**config.mk**
```make
export PLATFORM = sky130hd
export DESIGN_NAME = combined_lcg_shuffle_rng
export DESIGN_NICKNAME = d
export VERILOG_FILES = /design/src/rtl/cls_pkg.sv /design/src/rtl/cls_useq.sv /design/src/rtl/cls_table.sv /design/src/rtl/combined_lcg_shuffle_rng.sv
export SDC_FILE = /design/constraint.sdc
export NUM_CORES = 2
export LEC_CHECK = 0
export BUFFER_PORTS_ARGS = -buffer_cell sky130_fd_sc_hd__buf_4
export CORE_ASPECT_RATIO = 0.8
export CORE_MARGIN = 2
export CORE_UTILIZATION = 45
export DETAILED_ROUTE_END_ITERATION = 6
export SLEW_MARGIN = 20
export SYNTH_ARGS = -nofsm -noshare
export SYNTH_HDL_FRONTEND = slang
export SYNTH_SLANG_ARGS = --single-unit
```
**constraint.sdc**
```tcl
create_clock -name clock -period 19.55 [get_ports clock]
set_input_delay 1.955 -clock clock [delete_from_list [all_inputs] [get_ports clock]]
set_output_delay 1.955 -clock clock [all_outputs]
set_load 0.005 [all_outputs]
```
**src/rtl/cls_pkg.sv**
```systemverilog
// Shared types, constants and the control program for the combined LCG shuffle generator.
// Used by cls_useq, cls_table and combined_lcg_shuffle_rng; depends on nothing else.
`timescale 1ns / 1ps
`default_nettype none

package cls_pkg;

   // Generator word, seed word and product widths
   localparam int CLS_GEN_W  = 31;
   localparam int CLS_SEED_W = 32;
   localparam int CLS_MUL_W  = 16;
   localparam int CLS_PROD_W = CLS_GEN_W + CLS_MUL_W;

   localparam int CLS_TABLE_SIZE = 32;

   // Moduli, multipliers and the folding constants 2^31 mod m
   localparam logic [CLS_GEN_W-1:0] CLS_MOD_A   = 31'd2147483563;
   localparam logic [CLS_GEN_W-1:0] CLS_MOD_B   = 31'd2147483399;
   localparam logic [CLS_MUL_W-1:0] CLS_MUL_A   = 16'd40014;
   localparam logic [CLS_MUL_W-1:0] CLS_MUL_B   = 16'd40692;
   localparam logic [7:0]           CLS_FOLD_A  = 8'd85;
   localparam logic [7:0]           CLS_FOLD_B  = 8'd249;
   localparam logic [CLS_GEN_W-1:0] CLS_OUT_MAX = 31'd2147483562;
   localparam logic [CLS_GEN_W-1:0] CLS_GEN_B_INIT = 31'd123456789;

   // Multiplier operand selects
   typedef enum logic [1:0] {
      BIG_FG,
      BIG_SG,
      BIG_LAST,
      BIG_BUCKET
   } cls_big_sel_type;

   typedef enum logic [1:0] {
      SML_MUL_A,
      SML_MUL_B,
      SML_RECIP,
      SML_QEST
   } cls_small_sel_type;

   // Write-back operations
   typedef enum logic [2:0] {
      WB_NONE,
      WB_SEED,
      WB_WARM,
      WB_GEN_A,
      WB_GEN_B,
      WB_OUT
   } cls_wb_type;

   // Table index operations
   typedef enum logic [1:0] {
      Q_HOLD,
      Q_EST,
      Q_FIX
   } cls_qop_type;

   localparam int CLS_PC_W = 4;

   // Program step addresses; fall-through order matters
   localparam logic [CLS_PC_W-1:0] CLS_PC_SEED_LOAD  = 4'd0;
   localparam logic [CLS_PC_W-1:0] CLS_PC_WARM_MUL   = 4'd1;
   localparam logic [CLS_PC_W-1:0] CLS_PC_WARM_FOLD  = 4'd2;
   localparam logic [CLS_PC_W-1:0] CLS_PC_WARM_WB    = 4'd3;
   localparam logic [CLS_PC_W-1:0] CLS_PC_DRAW_RECIP = 4'd4;
   localparam logic [CLS_PC_W-1:0] CLS_PC_DRAW_MULA  = 4'd5;
   localparam logic [CLS_PC_W-1:0] CLS_PC_DRAW_BKT   = 4'd6;
   localparam logic [CLS_PC_W-1:0] CLS_PC_DRAW_FIX   = 4'd7;
   localparam logic [CLS_PC_W-1:0] CLS_PC_DRAW_FOLDB = 4'd8;
   localparam logic [CLS_PC_W-1:0] CLS_PC_DRAW_SWAP  = 4'd9;
   localparam logic [CLS_PC_W-1:0] CLS_PC_DRAW_OUT   = 4'd10;

   typedef struct packed {
      logic                  prod_en;
      cls_big_sel_type       big_sel;
      cls_small_sel_type     small_sel;
      logic                  fold_en;
      logic                  fold_b;
      cls_wb_type            wb;
      cls_qop_type           q_op;
      logic                  tbl_rd;
      logic                  tbl_wr;
      logic                  loop;
      logic [CLS_PC_W-1:0]   target;
      logic                  done;
   } cls_ctl_type;

   localparam cls_ctl_type CLS_CTL_NOP = '{
      prod_en:   1'b0,
      big_sel:   BIG_FG,
      small_sel: SML_MUL_A,
      fold_en:   1'b0,
      fold_b:    1'b0,
      wb:        WB_NONE,
      q_op:      Q_HOLD,
      tbl_rd:    1'b0,
      tbl_wr:    1'b0,
      loop:      1'b0,
      target:    CLS_PC_SEED_LOAD,
      done:      1'b0
   };

   // Control store: one word per step
   function automatic cls_ctl_type cls_ucode(input logic [CLS_PC_W-1:0] pc);
      cls_ctl_type w;
      w = CLS_CTL_NOP;
      case (pc)
         CLS_PC_SEED_LOAD: begin
            w.wb = WB_SEED;
         end
         CLS_PC_WARM_MUL: begin
            w.prod_en   = 1'b1;
            w.big_sel   = BIG_FG;
            w.small_sel = SML_MUL_A;
         end
         CLS_PC_WARM_FOLD: begin
            w.fold_en = 1'b1;
            w.fold_b  = 1'b0;
         end
         CLS_PC_WARM_WB: begin
            w.wb     = WB_WARM;
            w.loop   = 1'b1;
            w.target = CLS_PC_WARM_MUL;
            w.done   = 1'b1;
         end
         CLS_PC_DRAW_RECIP: begin
            w.prod_en   = 1'b1;
            w.big_sel   = BIG_LAST;
            w.small_sel = SML_RECIP;
         end
         CLS_PC_DRAW_MULA: begin
            w.q_op      = Q_EST;
            w.prod_en   = 1'b1;
            w.big_sel   = BIG_FG;
            w.small_sel = SML_MUL_A;
         end
         CLS_PC_DRAW_BKT: begin
            w.prod_en   = 1'b1;
            w.big_sel   = BIG_BUCKET;
            w.small_sel = SML_QEST;
            w.fold_en   = 1'b1;
            w.fold_b    = 1'b0;
         end
         CLS_PC_DRAW_FIX: begin
            w.wb        = WB_GEN_A;
            w.q_op      = Q_FIX;
            w.prod_en   = 1'b1;
            w.big_sel   = BIG_SG;
            w.small_sel = SML_MUL_B;
         end
         CLS_PC_DRAW_FOLDB: begin
            w.fold_en = 1'b1;
            w.fold_b  = 1'b1;
            w.tbl_rd  = 1'b1;
         end
         CLS_PC_DRAW_SWAP: begin
            w.wb     = WB_GEN_B;
            w.tbl_wr = 1'b1;
         end
         CLS_PC_DRAW_OUT: begin
            w.wb   = WB_OUT;
            w.done = 1'b1;
         end
         default: begin
            w.done = 1'b1;
         end
      endcase
      return w;
   endfunction

endpackage

`default_nettype wire

```
**src/rtl/cls_useq.sv**
```systemverilog
// Step counter and control store sequencer for the combined LCG shuffle generator.
// Depends on cls_pkg for the control word type and the program.
`timescale 1ns / 1ps
`default_nettype none

module cls_useq (
   input  wire logic                 clock,
   input  wire logic                 reset,
   input  wire logic                 go,
   input  wire logic                 go_draw,
   input  wire logic                 cnt_zero,
   output logic                      busy,
   output cls_pkg::cls_ctl_type      ctl
);
   import cls_pkg::*;

   logic [CLS_PC_W-1:0] pc_ff;
   logic [CLS_PC_W-1:0] pc_in;
   logic                busy_ff;
   logic                busy_in;
   cls_ctl_type         word;
   logic                take;

   assign word = cls_ucode(pc_ff);
   assign take = word.loop && !cnt_zero;
   assign ctl  = busy_ff ? word : CLS_CTL_NOP;
   assign busy = busy_ff;

   always_comb begin
      pc_in   = pc_ff;
      busy_in = busy_ff;
      if (busy_ff) begin
         if (take) begin
            pc_in = word.target;
         end else if (word.done) begin
            busy_in = 1'b0;
         end else begin
            pc_in = pc_ff + CLS_PC_W'(1);
         end
      end else if (go) begin
         busy_in = 1'b1;
         pc_in   = go_draw ? CLS_PC_DRAW_RECIP : CLS_PC_SEED_LOAD;
      end
   end

   always_ff @(posedge clock) begin
      if (reset) begin
         busy_ff <= 1'b0;
         pc_ff   <= CLS_PC_SEED_LOAD;
      end else begin
         busy_ff <= busy_in;
         pc_ff   <= pc_in;
      end
   end

endmodule

`default_nettype wire

```
**src/rtl/cls_table.sv**
```systemverilog
// Shuffle table: one write port, one registered read port, per-entry valid bits.
// Entries never written since reset read as zero. Depends on cls_pkg.
`timescale 1ns / 1ps
`default_nettype none

module cls_table #(
   parameter int TABLE_SIZE = cls_pkg::CLS_TABLE_SIZE
) (
   input  wire logic                             clock,
   input  wire logic                             reset,
   input  wire logic                             wr_en,
   input  wire logic [$clog2(TABLE_SIZE)-1:0]    wr_addr,
   input  wire logic [cls_pkg::CLS_GEN_W-1:0]    wr_data,
   input  wire logic                             rd_en,
   input  wire logic [$clog2(TABLE_SIZE)-1:0]    rd_addr,
   output logic [cls_pkg::CLS_GEN_W-1:0]         rd_data
);
   import cls_pkg::*;

   logic [CLS_GEN_W-1:0]  mem_ff [TABLE_SIZE];
   logic [TABLE_SIZE-1:0] vld_ff;
   logic [CLS_GEN_W-1:0]  rd_ff;
   logic                  rd_vld_ff;

   always_ff @(posedge clock) begin
      if (wr_en) begin
         mem_ff[wr_addr] <= wr_data;
      end
      if (rd_en) begin
         rd_ff <= mem_ff[rd_addr];
      end
   end

   always_ff @(posedge clock) begin
      if (reset) begin
         vld_ff    <= '0;
         rd_vld_ff <= 1'b0;
      end else begin
         if (wr_en) begin
            vld_ff[wr_addr] <= 1'b1;
         end
         if (rd_en) begin
            rd_vld_ff <= vld_ff[rd_addr];
         end
      end
   end

   assign rd_data = rd_vld_ff ? rd_ff : '0;

endmodule

`default_nettype wire

```
**src/rtl/combined_lcg_shuffle_rng.sv**
```systemverilog
// Top level of the combined LCG random generator with Bays-Durham shuffle.
// Depends on cls_pkg, cls_useq (control sequencer) and cls_table (shuffle table).
`timescale 1ns / 1ps
`default_nettype none

// Usage
//   Commands enter on the req_ ports: a word is taken at a rising edge where start
//   is high and busy is low. req_command 0 seeds from req_seed_value, 1 draws one
//   number. Draws return a word on rsp_random_value, marked by rsp_strobe for one
//   cycle; seeds return nothing. The receiver cannot stall: take the word when the
//   strobe is high.
// Timing
//   A draw keeps busy high through its steps and strobes its word in the first
//   cycle with busy low; the next command can be taken in that same cycle. A seed
//   keeps busy high while it loads both generators and runs TABLE_SIZE+8 warm-up
//   steps of the first generator. Both lengths come from the single shared 31x16
//   multiplier: each generator step is multiply, fold, reduce, and a draw needs
//   four products (index estimate, index check, and one step of each generator)
//   plus the registered table read.
// Reset
//   Clears the sequencer, the generators (first 0, second 123456789), the last
//   output and every table valid bit; unwritten entries read as zero, so draws
//   before any seed are deterministic.
module combined_lcg_shuffle_rng #(
   parameter int TABLE_SIZE = cls_pkg::CLS_TABLE_SIZE
) (
   input  wire logic                                   clock,
   input  wire logic                                   reset,
   input  wire logic                                   start,
   output logic                                        busy,
   input  wire logic                                   req_command,
   input  wire logic signed [cls_pkg::CLS_SEED_W-1:0]  req_seed_value,
   output logic                                        rsp_strobe,
   output logic [cls_pkg::CLS_GEN_W-1:0]               rsp_random_value
);
   import cls_pkg::*;

   // Table geometry and the divide-by-bucket constants
   localparam int     IDX_W   = $clog2(TABLE_SIZE);
   localparam int     Q_W     = $clog2(TABLE_SIZE + 1);
   localparam int     WARMUP  = TABLE_SIZE + 8;
   localparam int     CNT_W   = $clog2(WARMUP);
   localparam int     BND_W   = CLS_GEN_W + 3;
   localparam longint BUCKET  = longint'(1) + longint'(CLS_OUT_MAX) / TABLE_SIZE;
   localparam longint TWO_GEN = longint'(1) << CLS_GEN_W;
   localparam longint RECIP   = TWO_GEN / BUCKET;

   localparam logic [CLS_GEN_W-1:0] BUCKET_V = CLS_GEN_W'(BUCKET);
   localparam logic [CLS_MUL_W-1:0] RECIP_V  = CLS_MUL_W'(RECIP);

   cls_ctl_type ctl;
   logic        go;
   logic        cnt_zero;

   // Generator state and datapath registers
   logic [CLS_GEN_W-1:0]  fg_ff, fg_in;
   logic [CLS_GEN_W-1:0]  sg_ff, sg_in;
   logic [CLS_GEN_W-1:0]  last_ff, last_in;
   logic                  rsp_strobe_ff, rsp_strobe_in;
   logic [CLS_SEED_W-1:0] seed_ff;
   logic [CLS_PROD_W-1:0] prod_ff, prod_in;
   logic [CLS_GEN_W:0]    fold_ff, fold_in;
   logic                  fold_b_ff;
   logic [Q_W-1:0]        q_ff, q_in;
   logic [CNT_W-1:0]      cnt_ff, cnt_in;

   // Combinational helpers
   logic [CLS_GEN_W-1:0]  big_opd;
   logic [CLS_MUL_W-1:0]  small_opd;
   logic [7:0]            fold_c;
   logic [23:0]           hi_mul;
   logic [CLS_GEN_W-1:0]  mod_sel;
   logic [CLS_GEN_W:0]    red_wide;
   logic [CLS_GEN_W-1:0]  red;
   logic [CLS_SEED_W-1:0] seed_neg;
   logic [CLS_SEED_W-1:0] seed_abs;
   logic [CLS_GEN_W-1:0]  seed_mag;
   logic [BND_W-1:0]      bnd;
   logic                  bump;
   logic [Q_W:0]          q_fix;
   logic [CLS_GEN_W-1:0]  tbl_rd_data;
   logic [CLS_GEN_W+1:0]  diff;
   logic [CLS_GEN_W+1:0]  diff_alt;
   logic [CLS_GEN_W-1:0]  y_val;
   logic                  tbl_wr_en;
   logic [IDX_W-1:0]      tbl_wr_addr;
   logic [CLS_GEN_W-1:0]  tbl_wr_data;

   assign go       = start && !busy;
   assign cnt_zero = (cnt_ff == '0);

   cls_useq u_useq (
      .clock    (clock),
      .reset    (reset),
      .go       (go),
      .go_draw  (req_command),
      .cnt_zero (cnt_zero),
      .busy     (busy),
      .ctl      (ctl)
   );

   // Shared multiplier: one 31-bit operand times one 16-bit operand
   always_comb begin
      case (ctl.big_sel)
         BIG_FG:     big_opd = fg_ff;
         BIG_SG:     big_opd = sg_ff;
         BIG_LAST:   big_opd = last_ff;
         BIG_BUCKET: big_opd = BUCKET_V;
         default:    big_opd = fg_ff;
      endcase
      case (ctl.small_sel)
         SML_MUL_A: small_opd = CLS_MUL_A;
         SML_MUL_B: small_opd = CLS_MUL_B;
         SML_RECIP: small_opd = RECIP_V;
         SML_QEST:  small_opd = CLS_MUL_W'(q_ff);
         default:   small_opd = CLS_MUL_A;
      endcase
   end

   assign prod_in = big_opd * small_opd;

   // Fold the upper product bits back in: 2^31 is congruent to a small constant
   assign fold_c  = ctl.fold_b ? CLS_FOLD_B : CLS_FOLD_A;
   assign hi_mul  = prod_ff[CLS_PROD_W-1:CLS_GEN_W] * fold_c;
   assign fold_in = {1'b0, prod_ff[CLS_GEN_W-1:0]} + {8'd0, hi_mul};

   // Folded value stays below twice the modulus: one compare and subtract
   assign mod_sel  = fold_b_ff ? CLS_MOD_B : CLS_MOD_A;
   assign red_wide = (fold_ff >= {1'b0, mod_sel}) ? (fold_ff - {1'b0, mod_sel}) : fold_ff;
   assign red      = red_wide[CLS_GEN_W-1:0];

   // Seed magnitude: saturate the most negative value, map zero to one
   assign seed_neg = ~seed_ff + CLS_SEED_W'(1);
   assign seed_abs = seed_ff[CLS_SEED_W-1] ? seed_neg : seed_ff;
   always_comb begin
      if (seed_abs[CLS_SEED_W-1]) begin
         seed_mag = '1;
      end else if (seed_abs == '0) begin
         seed_mag = CLS_GEN_W'(1);
      end else begin
         seed_mag = seed_abs[CLS_GEN_W-1:0];
      end
   end

   // Index estimate is low by at most one; bump it if last still reaches the next bucket
   assign bnd   = prod_ff[BND_W-1:0] + BND_W'(BUCKET_V);
   assign bump  = (BND_W'(last_ff) >= bnd);
   always_comb begin
      q_fix = {1'b0, q_ff} + (Q_W + 1)'(bump);
      if (q_fix >= (Q_W + 1)'(TABLE_SIZE)) begin
         q_fix = (Q_W + 1)'(TABLE_SIZE - 1);
      end
   end

   always_comb begin
      case (ctl.q_op)
         Q_EST:   q_in = prod_ff[CLS_GEN_W +: Q_W];
         Q_FIX:   q_in = q_fix[Q_W-1:0];
         default: q_in = q_ff;
      endcase
   end

   // Output word: table entry minus second generator, wrapped into range
   assign diff     = {2'b00, tbl_rd_data} - {2'b00, sg_ff};
   assign diff_alt = diff + (CLS_GEN_W + 2)'(CLS_OUT_MAX);
   assign y_val    = (diff[CLS_GEN_W+1] || diff == '0) ? diff_alt[CLS_GEN_W-1:0]
                                                      : diff[CLS_GEN_W-1:0];

   // Write-back
   always_comb begin
      fg_in         = fg_ff;
      sg_in         = sg_ff;
      last_in       = last_ff;
      cnt_in        = cnt_ff;
      rsp_strobe_in = 1'b0;
      case (ctl.wb)
         WB_SEED: begin
            fg_in  = seed_mag;
            sg_in  = seed_mag;
            cnt_in = CNT_W'(WARMUP - 1);
         end
         WB_WARM: begin
            // last ends up equal to table entry zero after the final step
            fg_in   = red;
            last_in = red;
            cnt_in  = cnt_ff - CNT_W'(1);
         end
         WB_GEN_A: begin
            fg_in = red;
         end
         WB_GEN_B: begin
            sg_in = red;
         end
         WB_OUT: begin
            last_in       = y_val;
            rsp_strobe_in = 1'b1;
         end
         default: begin
         end
      endcase
   end

   // Table writes: warm-up fill at the step counter, draw swap at the index
   always_comb begin
      if (ctl.wb == WB_WARM) begin
         tbl_wr_en   = (cnt_ff < CNT_W'(TABLE_SIZE));
         tbl_wr_addr = cnt_ff[IDX_W-1:0];
         tbl_wr_data = red;
      end else begin
         tbl_wr_en   = ctl.tbl_wr;
         tbl_wr_addr = q_ff[IDX_W-1:0];
         tbl_wr_data = fg_ff;
      end
   end

   cls_table #(
      .TABLE_SIZE (TABLE_SIZE)
   ) u_table (
      .clock   (clock),
      .reset   (reset),
      .wr_en   (tbl_wr_en),
      .wr_addr (tbl_wr_addr),
      .wr_data (tbl_wr_data),
      .rd_en   (ctl.tbl_rd),
      .rd_addr (q_ff[IDX_W-1:0]),
      .rd_data (tbl_rd_data)
   );

   // State with a defined reset value
   always_ff @(posedge clock) begin
      if (reset) begin
         fg_ff         <= '0;
         sg_ff         <= CLS_GEN_B_INIT;
         last_ff       <= '0;
         rsp_strobe_ff <= 1'b0;
      end else begin
         fg_ff         <= fg_in;
         sg_ff         <= sg_in;
         last_ff       <= last_in;
         rsp_strobe_ff <= rsp_strobe_in;
      end
   end

   // Datapath registers: hold unless the step enables them
   always_ff @(posedge clock) begin
      if (go) begin
         seed_ff <= req_seed_value;
      end
      if (ctl.prod_en) begin
         prod_ff <= prod_in;
      end
      if (ctl.fold_en) begin
         fold_ff   <= fold_in;
         fold_b_ff <= ctl.fold_b;
      end
      q_ff   <= q_in;
      cnt_ff <= cnt_in;
   end

   assign rsp_strobe       = rsp_strobe_ff;
   assign rsp_random_value = last_ff;

endmodule

`default_nettype wire

```
==> impl_results.md <==
- Compound-Gate Fraction of Synth Area: 0.0656
- Synth top area share: 0.477
- Seq cells post-synth: between 1000 and 1500
- Fraction of layout cells with a size suffix above 1: 0.142
- I/O Pins: between 60 and 70
- Largest net degree at the start of global routing: just under 100
- Main combinational cell family by area after synthesis: adder cells
- FMAX: between 90 and 100 MHz
- Max-cap viol count: 0
- Capturing point of the worst reg2reg path: prod_ff[46]
- Wire length of the first global-routing pass: between 300000 and 400000 microns
- CP max FO: 30
- Crit path required time: between 20 and 25 ns
- Placed Cells: between 7000 and 8000
- Gr ovfl total: 0
- Post-route ant nets: 0
- Clock sink count: around 1300
- Period utilization: 0.523
- Post-CTS Resized: 0
- Arr. time, crit path: 10.76 ns
- Slowest CP cell: nor3_1
- Max stage delay on crit path: about 0.86 ns
- Mean Syn Cell Area: approximately 13 sq um
- Setup_tns: 0 ns
- Final setup vio count: 0
- Synth Area in Adders: 0.162
- Hold_buf cts: 0
- Status: finished clean
- XOR/XNOR Fraction of Synth Area: 0.0243
- # rows: between 100 and 150
- Netlist cell types: 86
- Worst clock skew: ~0.044 ns
- R2R depth: 30
- Clock Tree Buf Depth: 3
- Setup crit end: prod_ff[46]
- Post-Synth Simple-Gate Area: 0.0876
- Clock latency on the worst-skew pair: just under 0.8 ns
- H-tree lvl count: 4
- Crit path from: u_useq.pc_ff[0]
- Minimum clock period after layout: between 10 and 15 ns
- Slew Limit Headroom: 0.137
- Power Dens Cells: between 100 and 150 nW/um^2
- Initial Util: 0.453
- Synth Instances: 5462
- Buffers on Ports: around 70
- Finished Layout Cells: 7754
- Full die area: between 150000 and 200000 sq um
- Postcts setup bufs: 0
- Number of antenna violations at the first check in global routing: 13
- Number of fill cells: 13721
- DRC: 0
- Post-synth top cells: edfxtp_1 (1147), inv_1 (594), nor2_1 (434)
- Crit end category: register
- Type of the most critical hold path: reg -> reg
- Final net count: 6274
- Clock transition at path regs: approximately 0.06 ns
- RR Startpoint: u_useq.pc_ff[0]
- Post-synth ARST share: 0
- Post-synth EDFFs: about 1100
- Gr usage total: 0.259
- Core Region: about 160000 sq um
- Drt pass-1 iters: 6
- Most common cell in the netlist: edfxtp_1
- VDD IR max: between 0.08 and 0.09 mV
- Least-Margin Pin Slew: 1.28 ns
- LEAKAGE: 0.0300 uW
- Post-synthesis sequential area ratio: 0.514
- Kind of critical path: reg -> reg
- GPL Wtd Cong: roughly 0.97
- Layout area overhead: 10.4%
- Root Buffer: clkbuf_16
- Power after layout: approximately 8200 uW
- CTS tree: built
- Unrepaired setup endpoints after global routing: false
- DR iter-0 viols: approximately 5600
- Total number of vias: between 40000 and 50000
- Final Hold Vio Count: 0
- DP HPWL: 146000 microns
- Synthesized area: 72200 sq um
- Ys flop type: edfxtp_1
- Die H: 362 microns
- Multiplexer share of the synthesized area: 0.103
- Yosys warns: 0
- Ranking of synthesized cells by area: edfxtp_1 (48%), fa_1 (10%), mux4_2 (10%)
- Via/cell ratio: approximately 5.9
- Slew Limit Fails: 0
- Startpoint types: register
- Setup WS pre-CTS: just over 9 ns
- Worst Setup Slack, final: 9.32 ns
- Vias in the first global route: 45309
- CTS buffer count: approximately 130
- R2R setup slack: around 9.3 ns
- Post-DR wirelength/cell: 27.1 microns
- Die width: roughly 450 microns
- Detailed Route WL: 210000 microns
- Synth area leader: edfxtp_1
cells in the final DEF (no fill, tap or decap), types with 24 or more instances in the layout:
| cell type | n |
|---|---|
| edfxtp_1 | 1147 |
| inv_1 | 593 |
| nand2_1 | 421 |
| nor2_1 | 391 |
| fa_1 | 367 |
| ha_1 | 346 |
| mux4_2 | 320 |
| a21oi_1 | 201 |
| buf_4 | 161 |
| clkbuf_16 | 135 |
| dfxtp_1 | 132 |
| xnor2_1 | 121 |
| o21ai_0 | 114 |
| nand3_1 | 97 |
| xor2_1 | 77 |
| and3_1 | 68 |
| a31oi_1 | 60 |
| nor3_1 | 59 |
| and2_1 | 59 |
| a21o_1 | 51 |
| nand4_1 | 40 |
| nor2_4 | 36 |
| a22oi_1 | 35 |
| nand2b_1 | 34 |
| clkbuf_1 | 32 |
| or2_2 | 30 |
| o22ai_1 | 27 |
| a211oi_1 | 26 |
| o211ai_1 | 25 |
| nor4_1 | 24 |
sequential cells by signal, indices dropped and copies added (netlist names), 4 cells and up:
register	count
u_useq.pc_ff	4
sg_ff	31
u_table.vld_ff	32
prod_ff	47
q_ff	6
seed_ff	32
u_table.rd_ff	31
fg_ff	31
cnt_ff	6
fold_ff	32
u_table.mem_ff	992
rsp_random_value	31
report_power, final:
group          switching, uW  internal, uW
sequential              86.4          3150
combinational           1550           972
clock                   1080          1360
total                   2720          5480
stage by stage:
stage           util  hold WS, ns  area (sq um)
3_3_place_gp   0.474        0.445         75500
6_report       0.500        0.463         79700
4_1_cts        0.500        0.467         79600
3_5_place_dp   0.474        0.453         75500
2_1_floorplan      -        0.435         72200
5_1_grt        0.500        0.494         79700
metal layers:
| layer | GRT usage | vias up | wire length (microns) |
|---|---|---|---|
| met4 | 0.0599 | 6 | 4440 |
| met2 | 0.373 | 1901 | 89800 |
| li1 | - | 19963 | - |
| met5 | 0 | - | 32 |
| met3 | 0.0610 | 249 | 20400 |
| met1 | 0.397 | 23734 | 95700 |
how the worst min path moves through the flow:
stage / startpoint / end / slack [ns] / cells after the start
4_1_cts: u_table.vld_ff[27] / u_table.vld_ff[27] / 0.47 / 2
3_5_place_dp: u_table.vld_ff[27] / u_table.vld_ff[27] / 0.45 / 2
5_1_grt: u_table.vld_ff[12] / u_table.vld_ff[12] / 0.49 / 2
6_report: u_table.vld_ff[27] / u_table.vld_ff[27] / 0.46 / 2
3_3_place_gp: u_table.vld_ff[23] / u_table.vld_ff[23] / 0.45 / 2
2_1_floorplan: u_table.vld_ff[10] / u_table.vld_ff[10] / 0.43 / 2
layout make-up:
type | instances | area (sq um) | area share
sequential | 1279 | 37100 | 0.466
multi-input combinational | 3356 | 32400 | 0.406
clock buffer | 169 | 3530 | 0.0443
tap | 2128 | 2660 | 0.0334
inverter | 595 | 2230 | 0.0280
timing repair buffer | 162 | 1230 | 0.0154
clock inverter | 63 | 549 | 0.00690
antenna | 2 | 5.00 | 0.0000628
worst max-delay path: cells and delay by family (launching register included):
kind | cells | cell delay, ns
xor+xnor | 1 | 0.12
flops | 1 | 0.40
simple gates | 5 | 2.50
buf+inv | 4 | 0.25
fa+ha+maj | 8 | 3.40
compound gates | 12 | 3.26
logic make-up after synthesis:
group	Yosys count
buffers and inverters	831
AO/OA/AOI/OAI	723
other	2
multiplexers	343
adder cells (fa/ha/maj)	713
AND/OR/NAND/NOR	1371
XOR/XNOR	200
flip-flops	1279
Power figures use the tool's default switching activity.
